$ cat config.mk
export PLATFORM = sky130hd
export DESIGN_NAME = lhe_queue
export DESIGN_NICKNAME = d
export VERILOG_FILES = /design/src/hw/rtl/lhe_pkg.sv /design/src/hw/rtl/lhe_queue.sv
export SDC_FILE = /design/constraint.sdc
export NUM_CORES = 1
export LEC_CHECK = 0
export ABC_AREA = 0
export ABC_CLOCK_PERIOD_IN_PS = 2200
export BUFFER_PORTS_ARGS = -buffer_cell sky130_fd_sc_hd__buf_2
export CORE_ASPECT_RATIO = 2
export CORE_MARGIN = 2
export CORE_UTILIZATION = 30
export CTS_CLUSTER_DIAMETER = 80
export DETAILED_ROUTE_END_ITERATION = 16
export GPL_TIMING_DRIVEN = 0
export PLACE_DENSITY_LB_ADDON = 0.2
export SLEW_MARGIN = 20
export SYNTH_ARGS = -nofsm -noshare
export SYNTH_HDL_FRONTEND = slang
export SYNTH_SLANG_ARGS = --single-unit
export TNS_END_PERCENT = 30
$ cat constraint.sdc
create_clock -name clk -period 2.2 [get_ports clk]
set_input_delay 0.44 -clock clk [delete_from_list [all_inputs] [get_ports clk]]
set_output_delay 0.44 -clock clk [all_outputs]
set_load 0.1 [all_outputs]
$ cat src/hw/rtl/lhe_pkg.sv
// ----------------------------------------------------------------------------
// Luma histogram engine package
// Shared constants, request codes and the command type passed from the front
// end to the back end through the command queue.
// ----------------------------------------------------------------------------
package lhe_pkg;

    localparam int MAX_WIDTH_DEF      = 4096;
    localparam int BIN_COUNT_BITS_DEF = 24;

    localparam int DIM_W       = 13;
    localparam int COUNT_OUT_W = 24;
    localparam int NUM_BINS    = 256;
    localparam int BIN_W       = 8;
    localparam int QUEUE_DEPTH = 4;
    localparam int CFG_INDEX_W = 1;

    localparam logic [15:0] COEF_R = 16'd13933;
    localparam logic [15:0] COEF_G = 16'd46871;
    localparam logic [15:0] COEF_B = 16'd4732;

    localparam logic [1:0] REQ_PIXEL = 2'd0;
    localparam logic [1:0] REQ_READ  = 2'd1;
    localparam logic [1:0] REQ_CLEAR = 2'd2;

    localparam logic [CFG_INDEX_W-1:0] CFG_IMAGE_WIDTH  = 1'b0;
    localparam logic [CFG_INDEX_W-1:0] CFG_IMAGE_HEIGHT = 1'b1;

    localparam logic [1:0] PHASE_BLUE  = 2'd0;
    localparam logic [1:0] PHASE_GREEN = 2'd1;
    localparam logic [1:0] PHASE_RED   = 2'd2;

    typedef enum logic [1:0] {
        OP_BUMP,
        OP_READ,
        OP_CLEAR
    } op_t;

    typedef struct packed {
        op_t              op;
        logic [7:0]       red;
        logic [7:0]       green;
        logic [7:0]       blue;
        logic [BIN_W-1:0] bin;
    } lhe_cmd_t;

endpackage

$ cat src/hw/rtl/lhe_queue.sv
// ----------------------------------------------------------------------------
// Luma histogram engine command queue
// A short FIFO of commands that decouples the front end from the back end.
// ----------------------------------------------------------------------------
module lhe_queue
    import lhe_pkg::*;
(
    input  logic     clk,
    input  logic     rst_n,
    input  logic     push,
    input  lhe_cmd_t push_cmd,
    input  logic     pop,
    output logic     full,
    output logic     head_valid,
    output lhe_cmd_t head_cmd
);

    localparam int PTR_W = $clog2(QUEUE_DEPTH);
    localparam int CNT_W = $clog2(QUEUE_DEPTH + 1);

    lhe_cmd_t          entry_reg [QUEUE_DEPTH];
    logic [PTR_W-1:0]  wr_ptr_reg, wr_ptr_next;
    logic [PTR_W-1:0]  rd_ptr_reg, rd_ptr_next;
    logic [CNT_W-1:0]  count_reg, count_next;
    logic              do_push;
    logic              do_pop;

    assign full       = count_reg == CNT_W'(QUEUE_DEPTH);
    assign head_valid = count_reg != '0;
    assign head_cmd   = entry_reg[rd_ptr_reg];
    assign do_push    = push && !full;
    assign do_pop     = pop && head_valid;

    always_comb
    begin
        wr_ptr_next = do_push ? wr_ptr_reg + 1'b1 : wr_ptr_reg;
        rd_ptr_next = do_pop ? rd_ptr_reg + 1'b1 : rd_ptr_reg;
        count_next  = count_reg;
        if (do_push && !do_pop)
        begin
            count_next = count_reg + 1'b1;
        end
        else if (!do_push && do_pop)
        begin
            count_next = count_reg - 1'b1;
        end
    end

    always_ff @(posedge clk or negedge rst_n)
    begin
        if (!rst_n)
        begin
            wr_ptr_reg <= '0;
            rd_ptr_reg <= '0;
            count_reg  <= '0;
        end
        else
        begin
            wr_ptr_reg <= wr_ptr_next;
            rd_ptr_reg <= rd_ptr_next;
            count_reg  <= count_next;
        end
    end

    always_ff @(posedge clk)
    begin
        if (do_push)
        begin
            entry_reg[wr_ptr_reg] <= push_cmd;
        end
    end

    a_count_bound: assert property (@(posedge clk) disable iff (!rst_n)
        count_reg <= CNT_W'(QUEUE_DEPTH))
        else $error("Command queue count exceeds its depth.");

    a_push_grows: assert property (@(posedge clk) disable iff (!rst_n)
        do_push && !do_pop |=> count_reg == $past(count_reg) + 1'b1)
        else $error("Command queue lost a pushed item.");

endmodule

==> summary.txt <==
Worst setup path
  • Critical-path top delay cell: mux4_2
  • Critical path endpoint category: output pin
  • Worst EP arrival: 1850 ps
  • Most used cell, CP: buf_12
  • Critical-path cell list: buf_12, buf_12, mux4_2, buf_6
  • Delay of the slowest critical-path stage: 540 ps
  • Critical path type: flip-flop to output pin
  • Critical-path maximum fanout: 10
  • CP required: 1760 ps
  • CP startpoint kind: flip-flop

Layout
  • Layout net count: 353
  • Ant. Diodes: 0
  • Final core utilization: 0.398
  • Area growth syn-to-layout: 30.6%
  • Fin area: 7040 sq um
  • Share of cells above drive strength 1: 0.467
  • Largest register FFs: 136

Placement
  • IO Port Bufs: 73
  • Placed Area: 6090 sq um
  • Final HPWL DP: 6.20 mm
  • Routability cong.: 0.696

Die
  • Die area: 19100 sq um
  • Die Wd: 98.7 microns
  • Initial core utilization: 0.304
  • Die height: 193 microns
  • Row cnt: 69
  • # IOs: 74
  • Core footprint: 17700 sq um

Synthesis
  • Top cells by area, synth: edfxtp_1, mux4_2, dfrtp_1
  • FF+latch count, synth: 143
  • Syn Area/Cell: 25.3 sq um
  • Cell taking the most area after synthesis: edfxtp_1
  • Share of Yosys cell area claimed by the top area cell type: 0.758
  • Register area share after synthesis: 0.791
  • Yosys warning total: 0
  • Number of distinct library cells after synthesis: 21
  • Mapped Nets: 257
  • Post-synthesis cell count: 213
  • Mapped Area: 5390 sq um

Drt
  • DRT Pass-1 Iters: 4
  • Via Count: 2406
  • Average wire per standard cell: 18.4 microns
  • Detailed Route WL: 9.82 mm
  • Initial drt markers: 52
  • Via density: 4.51
  • Antenna-violating nets left: 0
  • DRC errors left: 0

Global routing
  • Met2 usage: 0.204
  • Gr busiest metal: met2
  • Met3 global-route usage: 0.0332
  • Vias in the first global route: 2726
  • Largest net degree at the start of global routing: 35
  • Global-route wire length before repair: 15.1 mm
  • GR Util All Layers: 0.110
  • Congestion Overflow GR: 0
  • GR Layer Usage met1: 0.108
  • Initial antenna violation count: 0

Timing
  • Final setup margin: -90.2 ps
  • F_max: 437 MHz
  • Final setup viols: 29
  • RSZ-0062 raised after global routing: true
  • Slew @ Worst Pin: 680 ps
  • TNS Setup: -1870 ps
  • Fin. max-slew vios: 0
  • Layout Skew: 8.72 ps
  • Tcrit/Tclk final: 1.04
  • Max-slew headroom: 0.547
  • Fin. Hold Viols: 0
  • Crit path time final: 2290 ps

Job
  • Maxcap violations: 0

Clocking
  • Clock Sinks: 143
  • Clk_lat worst skew: 410 ps
  • Htree depth: 4
  • Clock-pin slew on the worst setup and hold paths: 60 ps
  • CTS tree: yes
  • Total CTS buffers: 17
  • Clock Tree Buf Depth: 2
  • Root Buffer: clkbuf_16

Hold path
  • Worst min-delay path class: primary input to flip-flop

Status
  • Status: complete, but fails checks
  • Failing checks: setup timing
## path summary, 6_finish.rpt
check,startpoint,depth (start not counted),slack [ps],to
worst max register to register,count_reg[0],8,150,count_reg[2]
max in group asynchronous,rst_n,2,1620,count_reg[0]
worst max-delay path,rd_ptr_reg[0],4,-90,head_cmd[26]
worst min register to register,count_reg[2],1,500,count_reg[2]
min in group asynchronous,rst_n,2,400,count_reg[0]
worst min-delay path,push_cmd[3],1,240,entry_reg[1][3]
## timing repair
item,in CTS,in global routing
hold endpoints to repair,7,0
setup endpoints to repair,34,76
hold buffers,1,0
gates cloned,0,0
resized for setup,75,8
setup buffers,0,1
## cell type report
class | instances | area [sq um]
Clock buffer | 17 | 425
Tap cell | 213 | 267
Fill cell | 1571 | 10700
Multi-Input combinational cell | 58 | 1040
Timing Repair Buffer | 77 | 663
Clock inverter | 14 | 245
Buffer | 9 | 123
Sequential cell | 143 | 4260
Inverter | 3 | 11.3
## cell usage after synthesis
library cell  number
mux4_2            28
dfrtp_1            7
fa_1               1
nor2_1             1
mux2_4             1
or3_1              1
nand2_1            1
buf_6              2
buf_2              4
mux4_1             6
xnor2_1            4
buf_12             3
xor2_1             2
nand3_1            1
nor3b_2            1
and2_1             4
ha_1               5
nor2b_1            1
edfxtp_1         136
inv_1              3
mux2_2             1
## kinds of logic (layout without fill, tap and decap cells)
group / Yosys count / in the layout / synth area share
buf+inv: 12 / 120 / 0.0211
simple gates: 10 / 10 / 0.0116
mux: 36 / 36 / 0.151
fa+ha+maj: 6 / 6 / 0.0153
flops: 143 / 143 / 0.791
xor+xnor: 6 / 6 / 0.00976
## worst max-delay path: cells and delay by family (launching register included)
family	cells	cell delay [ps]
buffers and inverters	3	530
muxes	1	540
DFF	1	370
## through the flow
step                std cells  setup slack, ps  hold slack (ps)
global route              534             -169              221
CTS                       533             -139              217
global placement          499             -596              291
detailed placement        501             47.2              291
floorplan                 213             -371              144
finish                    534            -90.2              240
## layer usage
metal  up-vias  routed length, microns
li1       1082                       -
met1      1261                    3570
met2        54                    5710
met3         9                     365
met4         0                     163
met5         -                       0
## cell usage in the layout (no fill, tap or decap), types with 2 or more instances in the layout
cell type  instances
and2_2             2
and2_4             2
buf_12             6
buf_2             40
buf_4              3
buf_6             32
buf_8              3
bufinv_16          7
clkbuf_16         17
clkinv_1           5
dfrtp_1            6
edfxtp_1         136
ha_1               4
inv_1              2
mux4_1             6
mux4_2            28
xnor2_1            4
xor2_1             2
Power is left out: the tool's default activity adds up to more than one toggle a clock period on the data nets, which glitch-free logic cannot reach.
