**config.mk**
```make
export PLATFORM = sky130hd
export DESIGN_NAME = lhe_front
export DESIGN_NICKNAME = d
export VERILOG_FILES = /design/src/hw/rtl/lhe_pkg.sv /design/src/hw/rtl/lhe_front.sv
export SDC_FILE = /design/constraint.sdc
export NUM_CORES = 1
export LEC_CHECK = 0
export BUFFER_PORTS_ARGS = -buffer_cell sky130_fd_sc_hd__clkbuf_2
export CORE_ASPECT_RATIO = 1.75
export CORE_MARGIN = 2
export CORE_UTILIZATION = 55
export DETAILED_ROUTE_END_ITERATION = 8
export PLACE_DENSITY = 0.79
export RECOVER_POWER = 50
export SYNTH_ARGS = -nofsm -noshare
export SYNTH_HDL_FRONTEND = slang
export SYNTH_SLANG_ARGS = --single-unit
```
**constraint.sdc**
```tcl
create_clock -name clk -period 11.1 [get_ports clk]
set_clock_uncertainty 0.05 [all_clocks]
set_input_delay 1.665 -clock clk [delete_from_list [all_inputs] [get_ports clk]]
set_output_delay 1.665 -clock clk [all_outputs]
set_load 0.02 [all_outputs]
```
**src/hw/rtl/lhe_pkg.sv**
```systemverilog
// ----------------------------------------------------------------------------
// Luma histogram engine package
// Shared constants, request codes and the command type passed from the front
// end to the back end through the command queue.
// ----------------------------------------------------------------------------
package lhe_pkg;

    localparam int MAX_WIDTH_DEF      = 4096;
    localparam int BIN_COUNT_BITS_DEF = 24;

    localparam int DIM_W       = 13;
    localparam int COUNT_OUT_W = 24;
    localparam int NUM_BINS    = 256;
    localparam int BIN_W       = 8;
    localparam int QUEUE_DEPTH = 4;
    localparam int CFG_INDEX_W = 1;

    localparam logic [15:0] COEF_R = 16'd13933;
    localparam logic [15:0] COEF_G = 16'd46871;
    localparam logic [15:0] COEF_B = 16'd4732;

    localparam logic [1:0] REQ_PIXEL = 2'd0;
    localparam logic [1:0] REQ_READ  = 2'd1;
    localparam logic [1:0] REQ_CLEAR = 2'd2;

    localparam logic [CFG_INDEX_W-1:0] CFG_IMAGE_WIDTH  = 1'b0;
    localparam logic [CFG_INDEX_W-1:0] CFG_IMAGE_HEIGHT = 1'b1;

    localparam logic [1:0] PHASE_BLUE  = 2'd0;
    localparam logic [1:0] PHASE_GREEN = 2'd1;
    localparam logic [1:0] PHASE_RED   = 2'd2;

    typedef enum logic [1:0] {
        OP_BUMP,
        OP_READ,
        OP_CLEAR
    } op_t;

    typedef struct packed {
        op_t              op;
        logic [7:0]       red;
        logic [7:0]       green;
        logic [7:0]       blue;
        logic [BIN_W-1:0] bin;
    } lhe_cmd_t;

endpackage

```
**src/hw/rtl/lhe_front.sv**
```systemverilog
// ----------------------------------------------------------------------------
// Luma histogram engine front end
// Accepts items, tracks the position in the padded pixel array and turns
// complete pixels, bin reads and clears into commands for the back end.
// ----------------------------------------------------------------------------
module lhe_front
    import lhe_pkg::*;
#(
    parameter int MAX_WIDTH = MAX_WIDTH_DEF
)
(
    input  logic             clk,
    input  logic             rst_n,
    input  logic             in_valid,
    input  logic [1:0]       req_type,
    input  logic [7:0]       pixel_byte,
    input  logic [BIN_W-1:0] bin_index,
    input  logic [DIM_W-1:0] image_width,
    input  logic [DIM_W-1:0] image_height,
    input  logic             q_full,
    output logic             q_push,
    output lhe_cmd_t         q_cmd
);

    localparam int WW    = $clog2(MAX_WIDTH + 1);
    localparam int CW    = (WW > DIM_W) ? WW : DIM_W;
    localparam int LEN_W = $clog2(3 * MAX_WIDTH + 4);

    logic [LEN_W-1:0] pos_reg, pos_next;
    logic [DIM_W-1:0] row_reg, row_next;
    logic [7:0]       blue_reg, blue_next;
    logic [7:0]       green_reg, green_next;
    logic [1:0]       phase_reg, phase_next;

    logic [CW-1:0]    w_ext;
    logic [CW-1:0]    eff_w;
    logic [LEN_W-1:0] data_len;
    logic [LEN_W-1:0] pad_len;
    logic [LEN_W-1:0] row_len;
    logic [LEN_W:0]   pos_inc;
    logic             row_end;
    logic             accept;

    assign w_ext    = CW'(image_width);
    assign eff_w    = (w_ext == '0) ? CW'(1) :
                      ((w_ext > CW'(MAX_WIDTH)) ? CW'(MAX_WIDTH) : w_ext);
    assign data_len = LEN_W'({eff_w, 1'b0}) + LEN_W'(eff_w);
    assign pad_len  = data_len + LEN_W'(3);
    assign row_len  = {pad_len[LEN_W-1:2], 2'b00};
    assign pos_inc  = {1'b0, pos_reg} + {{LEN_W{1'b0}}, 1'b1};
    assign row_end  = pos_inc >= {1'b0, row_len};
    assign accept   = in_valid && !q_full;

    always_comb
    begin
        pos_next        = pos_reg;
        row_next        = row_reg;
        blue_next       = blue_reg;
        green_next      = green_reg;
        phase_next      = phase_reg;
        q_push          = 1'b0;
        q_cmd.op        = OP_READ;
        q_cmd.red       = pixel_byte;
        q_cmd.green     = green_reg;
        q_cmd.blue      = blue_reg;
        q_cmd.bin       = bin_index;
        if (accept)
        begin
            unique case (req_type)
                REQ_PIXEL:
                begin
                    if (row_reg < image_height)
                    begin
                        if (pos_reg < data_len)
                        begin
                            unique case (phase_reg)
                                PHASE_BLUE:
                                begin
                                    blue_next  = pixel_byte;
                                    phase_next = PHASE_GREEN;
                                end
                                PHASE_GREEN:
                                begin
                                    green_next = pixel_byte;
                                    phase_next = PHASE_RED;
                                end
                                default:
                                begin
                                    q_push     = 1'b1;
                                    q_cmd.op   = OP_BUMP;
                                    phase_next = PHASE_BLUE;
                                end
                            endcase
                        end
                        if (row_end)
                        begin
                            pos_next   = '0;
                            phase_next = PHASE_BLUE;
                            row_next   = row_reg + 1'b1;
                        end
                        else
                        begin
                            pos_next = pos_inc[LEN_W-1:0];
                        end
                    end
                end
                REQ_READ:
                begin
                    q_push   = 1'b1;
                    q_cmd.op = OP_READ;
                end
                REQ_CLEAR:
                begin
                    q_push     = 1'b1;
                    q_cmd.op   = OP_CLEAR;
                    pos_next   = '0;
                    row_next   = '0;
                    blue_next  = '0;
                    green_next = '0;
                    phase_next = PHASE_BLUE;
                end
                default:
                begin
                end
            endcase
        end
    end

    always_ff @(posedge clk or negedge rst_n)
    begin
        if (!rst_n)
        begin
            pos_reg   <= '0;
            row_reg   <= '0;
            blue_reg  <= '0;
            green_reg <= '0;
            phase_reg <= PHASE_BLUE;
        end
        else
        begin
            pos_reg   <= pos_next;
            row_reg   <= row_next;
            blue_reg  <= blue_next;
            green_reg <= green_next;
            phase_reg <= phase_next;
        end
    end

endmodule

```
==> impl_metrics.toml, run 1 <==
[layout]
syn2layout_area_growth_pct = 8.394
layout_commonest_cell = "ha_1"
postLayoutCellArea_um2 = 4815
final_cell_mix = "ha_1 (50), clkbuf_2 (49), dfrtp_1 (45), inv_1 (32), nand3_1 (28)"
num_antenna_cells = 0
layout-drive-gt1-share_pct = 16.27
largest_register_ffs = 14
layout.nets = 646

[logic_synthesis]
ys_ff_latch = 45
synth.area.mux_share_pct = 5.690
synth_nets = 605
yosysTopAreaCellShare_pct = 25.35
syn_area_per_cell_um2 = 8.778
synthCells = 506
yosysSeqAreaShare_pct = 25.35
synth-compound-area-share_pct = 20.11
synth.largest_area_cell = "dfrtp_1"
netlist_area_um2 = 4442
synth_edf_count = 0
synth_warnings = 0
postSynth.asyncResetShare_pct = 100.0
synth_cell_types = 61
ys_top_cells_by_area = "dfrtp_1 (25%), ha_1 (14%), mux2_2 (4.6%)"
synth-xor-area-share_pct = 6.507
yosys.area_share.simple_pct = 20.45
synthAdderAreaFrac_pct = 14.54
synth_flop_cell = "dfrtp_1"
synth_top_family_by_area = "simple AND/OR/NAND/NOR gates"

[placement]
numPortBuffers = 66
placed_area_um2 = 4690
gp_congestion = 0.8777
hpwl_mm = 8.539

[clocking]
cts_tree = "built"
clock-sinks = 45
clockBufferDepth = 2
clock_latency_ns = 0.29
clk_pin_slew_ns = 0.06
htreeDepth = 2
hold_buffers = 0
cts-root-buf = "clkbuf_16"
numCtsBuffers = 5
postCtsSetupBuffers = 0
cts_resized = 0

[floorplan]
ioPinCount = 83
coreArea_um2 = 7909
rows = 43
die-area_um2 = 8839
die_x_um = 71.93
dieHeight_um = 122.9
initial_core_util_pct = 56.16

[timing]
max_freq_mhz = 127.8
final_max_slew_viol_count = 46
setup_viol = 0
relSlewSlack_pct = -65.12
period_minus_slack_ns = 7.824
period_share_pct = 70.49
fin_setup_tns_ns = 0
rsz0062_at_grt = "false"
hold_viol = 0
worst_pin_slew_ns = 2.477

[grt]
grt_max_degree = 46
grt_first_pass_wirelength_mm = 18.42
antenna_found_initial = 0
grt.overflow.total = 0
track_usage_pct = 26.01
grt_pass1_vias = 4168

[min_path]
hold_class = "flip-flop to flip-flop"
holdPathEnd = "green_reg[5]"
whs_path_depth = 1
hold_start = "green_reg[5]"

[flow_run]
maxCapViolations = 1

[worst_setup_path]
worstPathArrival_ns = 6.11
reg2reg_depth = 13
cp.required_ns = 9.39
r2r_setup_slack_ns = 6.40
path_class = "primary input to primary output"
regToRegStartpoint = "pos_reg[1]"
rr_endpoint = "pos_reg[6]"
crit_path_max_fanout = 16
crit_path_end_kind = "primary output"
worstSetupStartpointType = "primary input"

[routing]
vias = 3967
drt-total-wl_mm = 10.94
first_pass_iters = 5
drc = 0
ant_nets = 0
routedWlPerCell_um = 17.17
initialDrtViolationCount = 190
vias_per_cell = 6.228

[status]
status = "complete, but fails checks"
violations = "max-capacitance violations, max-slew violations"

[power]
power_uw = 593.5
power.density_nw_per_um2 = 123.3
vdd_drop_max_uv = 148.1
leakagePower_uw = 0.002278
==> worst max-delay path: stages <==
cell and delay [ns]:
clkbuf_2 0.24, nor3_1 0.11, a41o_2 0.32, ha_1 0.23, fa_1 0.48, a21oi_1 0.29
o21ai_0 0.12, a21oi_1 0.22, mux2i_1 0.40, ha_1 0.32, and4_1 0.20, a2111oi_0 0.40
o31ai_1 0.17, a31oi_2 0.28, nand3_1 0.15, a211oi_1 0.28, clkbuf_2 0.23
==> metrics by stage <==
stage	setup WS [ns]	instances	util (%)	hold WS, ns
after global routing	2.884	637	60.88	0.4781
final	3.276	637	60.88	0.4619
after detailed placement	3.414	630	59.29	0.4445
after CTS	3.373	637	61.15	0.4653
after floorplan	3.826	506	-	0.4726
after global placement	3.534	630	59.29	0.4432
==> worst max path at each step <==
stage                     cells past startpoint  endpoint  slack (ns)            from
after detailed placement                     17    q_push        3.41  image_width[4]
after CTS                                    17    q_push        3.37  image_width[4]
after global placement                       17    q_push        3.53  image_width[4]
after global routing                         17    q_push        2.88  image_width[4]
after floorplan                              16    q_push        3.83  image_width[5]
final                                        17    q_push        3.28  image_width[4]
==> where the power goes <==
group	switching, µW	total (µW)	internal, µW
Sequential	27.4	221	193
Combinational	131	223	92.1
Clock	61.8	150	88.3
==> routing by layer <==
layer | global-route usage [%] | routed length [µm] | up-vias
met5 | 0 | 0 | -
met4 | 15.21 | 591 | 0
met3 | 2.053 | 340 | 42
met2 | 49.65 | 6032 | 116
met1 | 26.89 | 3974 | 1900
li1 | - | - | 1909
==> area by class of cell <==
class | instances | area [µm²]
inverters | 33 | 123.9
flip-flops and latches | 45 | 1126
repair buffers | 67 | 316.6
multi-input cells | 395 | 2989
well taps | 90 | 112.6
clock inverters | 1 | 7.507
fillers | 690 | 3094
clock buffers | 6 | 138.9
==> cell families after synthesis <==
| group | after synthesis |
|---|---|
| adders and majority gates | 51 |
| muxes | 23 |
| and+or+nand+nor | 167 |
| xor gates and xnor gates | 33 |
| DFF | 45 |
| AOI/OAI and AO/OA | 121 |
| buffers and inverters | 66 |
==> synthesized netlist by cell type, types with 5 or more instances <==
cell type and count:
mux2i_1 5, o31ai_1 11, o211ai_1 15, nand2b_1 7, xnor2_1 22, ha_1 50, dfrtp_1 45, o21ai_0 27
clkbuf_1 10, and3_1 9, a21oi_1 10, xor2_1 11, nor4_1 6, mux2_2 18, nand2_1 25, nand3_1 28
or3_1 12, buf_4 18, nor3_1 11, nor2b_1 21, a21o_1 18, inv_1 32, nor2_1 26
(Power assumes the default switching activity.)
==> run 2: changes to the inputs <==
--- a/config.mk
+++ b/config.mk
@@ -5,6 +5,7 @@
 export SDC_FILE = /design/constraint.sdc
 export NUM_CORES = 1
 export LEC_CHECK = 0
+export ABC_AREA = 1
 export BUFFER_PORTS_ARGS = -buffer_cell sky130_fd_sc_hd__clkbuf_2
 export CORE_ASPECT_RATIO = 1.75
 export CORE_MARGIN = 2
==> constraint.sdc (replaced) <==
create_clock -name clk -period 7.5 [get_ports clk]
set_clock_uncertainty 0.05 [all_clocks]
set_input_delay 1.125 -clock clk [delete_from_list [all_inputs] [get_ports clk]]
set_output_delay 1.125 -clock clk [all_outputs]
set_load 0.02 [all_outputs]
==> run 2 against run 1 <==
Clock-buffer cell count is the same. Flip-flop and latch count unchanged. Sequential power up 68%. Synthesized cell count up 29%. Final cell count grew 24%. The flow still finishes with violations (max-capacitance violations, max-slew violations). Combinational power grew 96%. Largest cell class unchanged. Clock power is 71% higher.
==> impl_metrics.toml, run 2 <==
[power]
clkPwrFrac_pct = 24.1
vdd_drop_max_uv = 113.8
power.internal_uw = 626.0
swShare_pct = 41.16
comb_power_share_pct = 41.0
seqPwrFrac_pct = 35.0
power.density_nw_per_um2 = 215.5
leakagePower_uw = 0.002690
p_sw_uw = 437.9

[clocking]
clock-sinks = 45
cts-root-buf = "clkbuf_16"
cts_resized = 0
numCtsBuffers = 5
clock_latency_ns = 0.30
clk_pin_slew_ns = 0.07
clockBufferDepth = 2
cts_tree = "built"
hold_buffers = 0
htreeDepth = 2
postCtsSetupBuffers = 0

[worst_setup_path]
slowest_delay_ns = 0.33
worstPathArrival_ns = 4.72
crit_top_cell = "nand2_1"
critPathTopFamily = "simple AND/OR/NAND/NOR gates"
reg2reg_depth = 20
regToRegStartpoint = "pos_reg[2]"
crit_path_max_fanout = 7
cp.buffers_inverters = 5
r2r_setup_slack_ns = 3.31
cp.required_ns = 6.32
worstSetupStartpointType = "primary input"
rr_endpoint = "phase_reg[0]"
crit_path_end_kind = "primary output"
path_class = "primary input to primary output"
cp_slowest_cell = "ha_1"

[floorplan]
rows = 43
initial_core_util_pct = 56.73
coreArea_um2 = 7963
die-area_um2 = 8982
die_x_um = 72.51
dieHeight_um = 123.9
ioPinCount = 83

[logic_synthesis]
netlist_area_um2 = 4517
ys_top_cells_by_area = "dfrtp_1 (25%), ha_1 (14%), nand2_1 (12%)"
ys_ff_latch = 45
syn_area_per_cell_um2 = 6.938
synth_nets = 750
synth_cell_types = 42
synth_flop_cell = "dfrtp_1"
synth.largest_area_cell = "dfrtp_1"
synthCells = 651
synth.most_common_cell = "nand2_1"
postSynth.asyncResetShare_pct = 100.0
synth_edf_count = 0
synth_warnings = 0
ys_top_cells_by_count = "nand2_1 (148), inv_1 (99), nand3_1 (57)"
yosysTopAreaCellShare_pct = 24.93
yosysSeqAreaShare_pct = 24.93

[placement]
hpwl_mm = 8.100
placed_area_um2 = 4793
placed_cells = 783
gp_congestion = 0.9293
numPortBuffers = 66
dp_slack_ns = 1.439

[grt]
track_usage_pct = 23.84
antenna_found_initial = 0
grt_max_degree = 46
grt_pass1_vias = 4263
grt_first_pass_wirelength_mm = 17.35
grt.overflow.total = 0

[timing]
max_freq_mhz = 169.5
fin_ws_ns = 1.601
period_share_pct = 78.66
worst_pin_slew_ns = 2.376
rsz0062_at_grt = "false"
period_minus_slack_ns = 5.899
fin_setup_tns_ns = 0
final_max_slew_viol_count = 46
setup_viol = 0
hold_viol = 0
relSlewSlack_pct = -58.41

[status]
status = "complete, but fails checks"
violations = "max-capacitance violations, max-slew violations"

[layout]
final_util_pct = 62.00
fin_cells = 791
final_cell_mix = "nand2_1 (148), inv_1 (99), nand3_1 (57), nor2_1 (53)"
postLayoutCellArea_um2 = 4937
layout.nets = 799
layout-drive-gt1-share_pct = 14.55
nFillCells = 756
syn2layout_area_growth_pct = 9.308
num_antenna_cells = 0
layout_commonest_cell = "nand2_1"
largest_register_ffs = 14

[min_path]
hold_class = "flip-flop to flip-flop"
hold_start = "green_reg[3]"
whs_path_depth = 2
holdPathEnd = "green_reg[3]"

[routing]
routedWlPerCell_um = 12.62
drc = 0
vias_per_cell = 5.415
ant_nets = 0
vias = 4283
drt-total-wl_mm = 9.985
first_pass_iters = 7
initialDrtViolationCount = 196

[flow_run]
maxCapViolations = 1
run 2: cell types whose count changed in the layout (fill, tap and decap cells not counted), sizes merged, moves of 12 or more:
cell / change
or3: -12
a21oi: +16
inv: +71
nor2b: -21
nor2: +33
nand2: +138
o211ai: -14
nand3: +34
mux2: -18
a21o: -18
xnor2: -19
nand4: +12
run 2: worst min-delay path, cell delays in order (launching register included):
cell,delay [ns]
dfrtp_1,0.34
nand3_1,0.07
nand2_1,0.06
run 2: logic make-up after synthesis:
kind of cell	synth area share (%)
compound gates	10.39
xor+xnor	4.266
fa+ha+maj	14.29
buf+inv	12.49
flops	24.93
simple gates	33.63
run 2: cell type report:
type	instances	area (µm²)	area share (%)
Clock inverter	2	38.79	0.7856
Inverter	104	390.4	7.907
Tap cell	90	112.6	2.281
Timing Repair Buffer	67	314.1	6.361
Sequential cell	45	1126	22.81
Multi-Input combinational cell	477	2826	57.25
Clock buffer	6	128.9	2.610
run 2: how the worst max path moves through the flow:
| stage | startpoint | to | slack, ns | depth (start not counted) |
|---|---|---|---|---|
| after floorplan | image_width[10] | q_push | 1.96 | 27 |
| after global placement | image_width[11] | phase_reg[0] | 1.61 | 32 |
| after detailed placement | image_width[4] | phase_reg[0] | 1.44 | 32 |
| after CTS | image_width[4] | q_cmd[32] | 1.59 | 30 |
| after global routing | image_width[4] | phase_reg[0] | 1.11 | 32 |
| final | image_width[4] | q_push | 1.60 | 28 |
run 2: power groups by stage:
stage          clock (µW)  sequential (µW)  combinational, µW
2_1_floorplan           0              405                293
3_3_place_gp            0              372                430
3_5_place_dp            0              376                446
4_1_cts               257              371                449
5_1_grt               265              380                502
6_report              256              372                436
run 2: through the flow:
step | hold WS [ns] | total power, µW
after detailed placement | 0.4430 | 821.9
after CTS | 0.4595 | 1078
final | 0.4555 | 1064
after global placement | 0.4401 | 801.5
after floorplan | 0.4505 | 697.9
after global routing | 0.4798 | 1148
run 2: metal layers:
layer  share of wire, %  GRT usage [%]
met1                 38          23.74
met2                 55          47.25
met3                2.9          2.346
met4                3.8          12.04
met5                  0              0
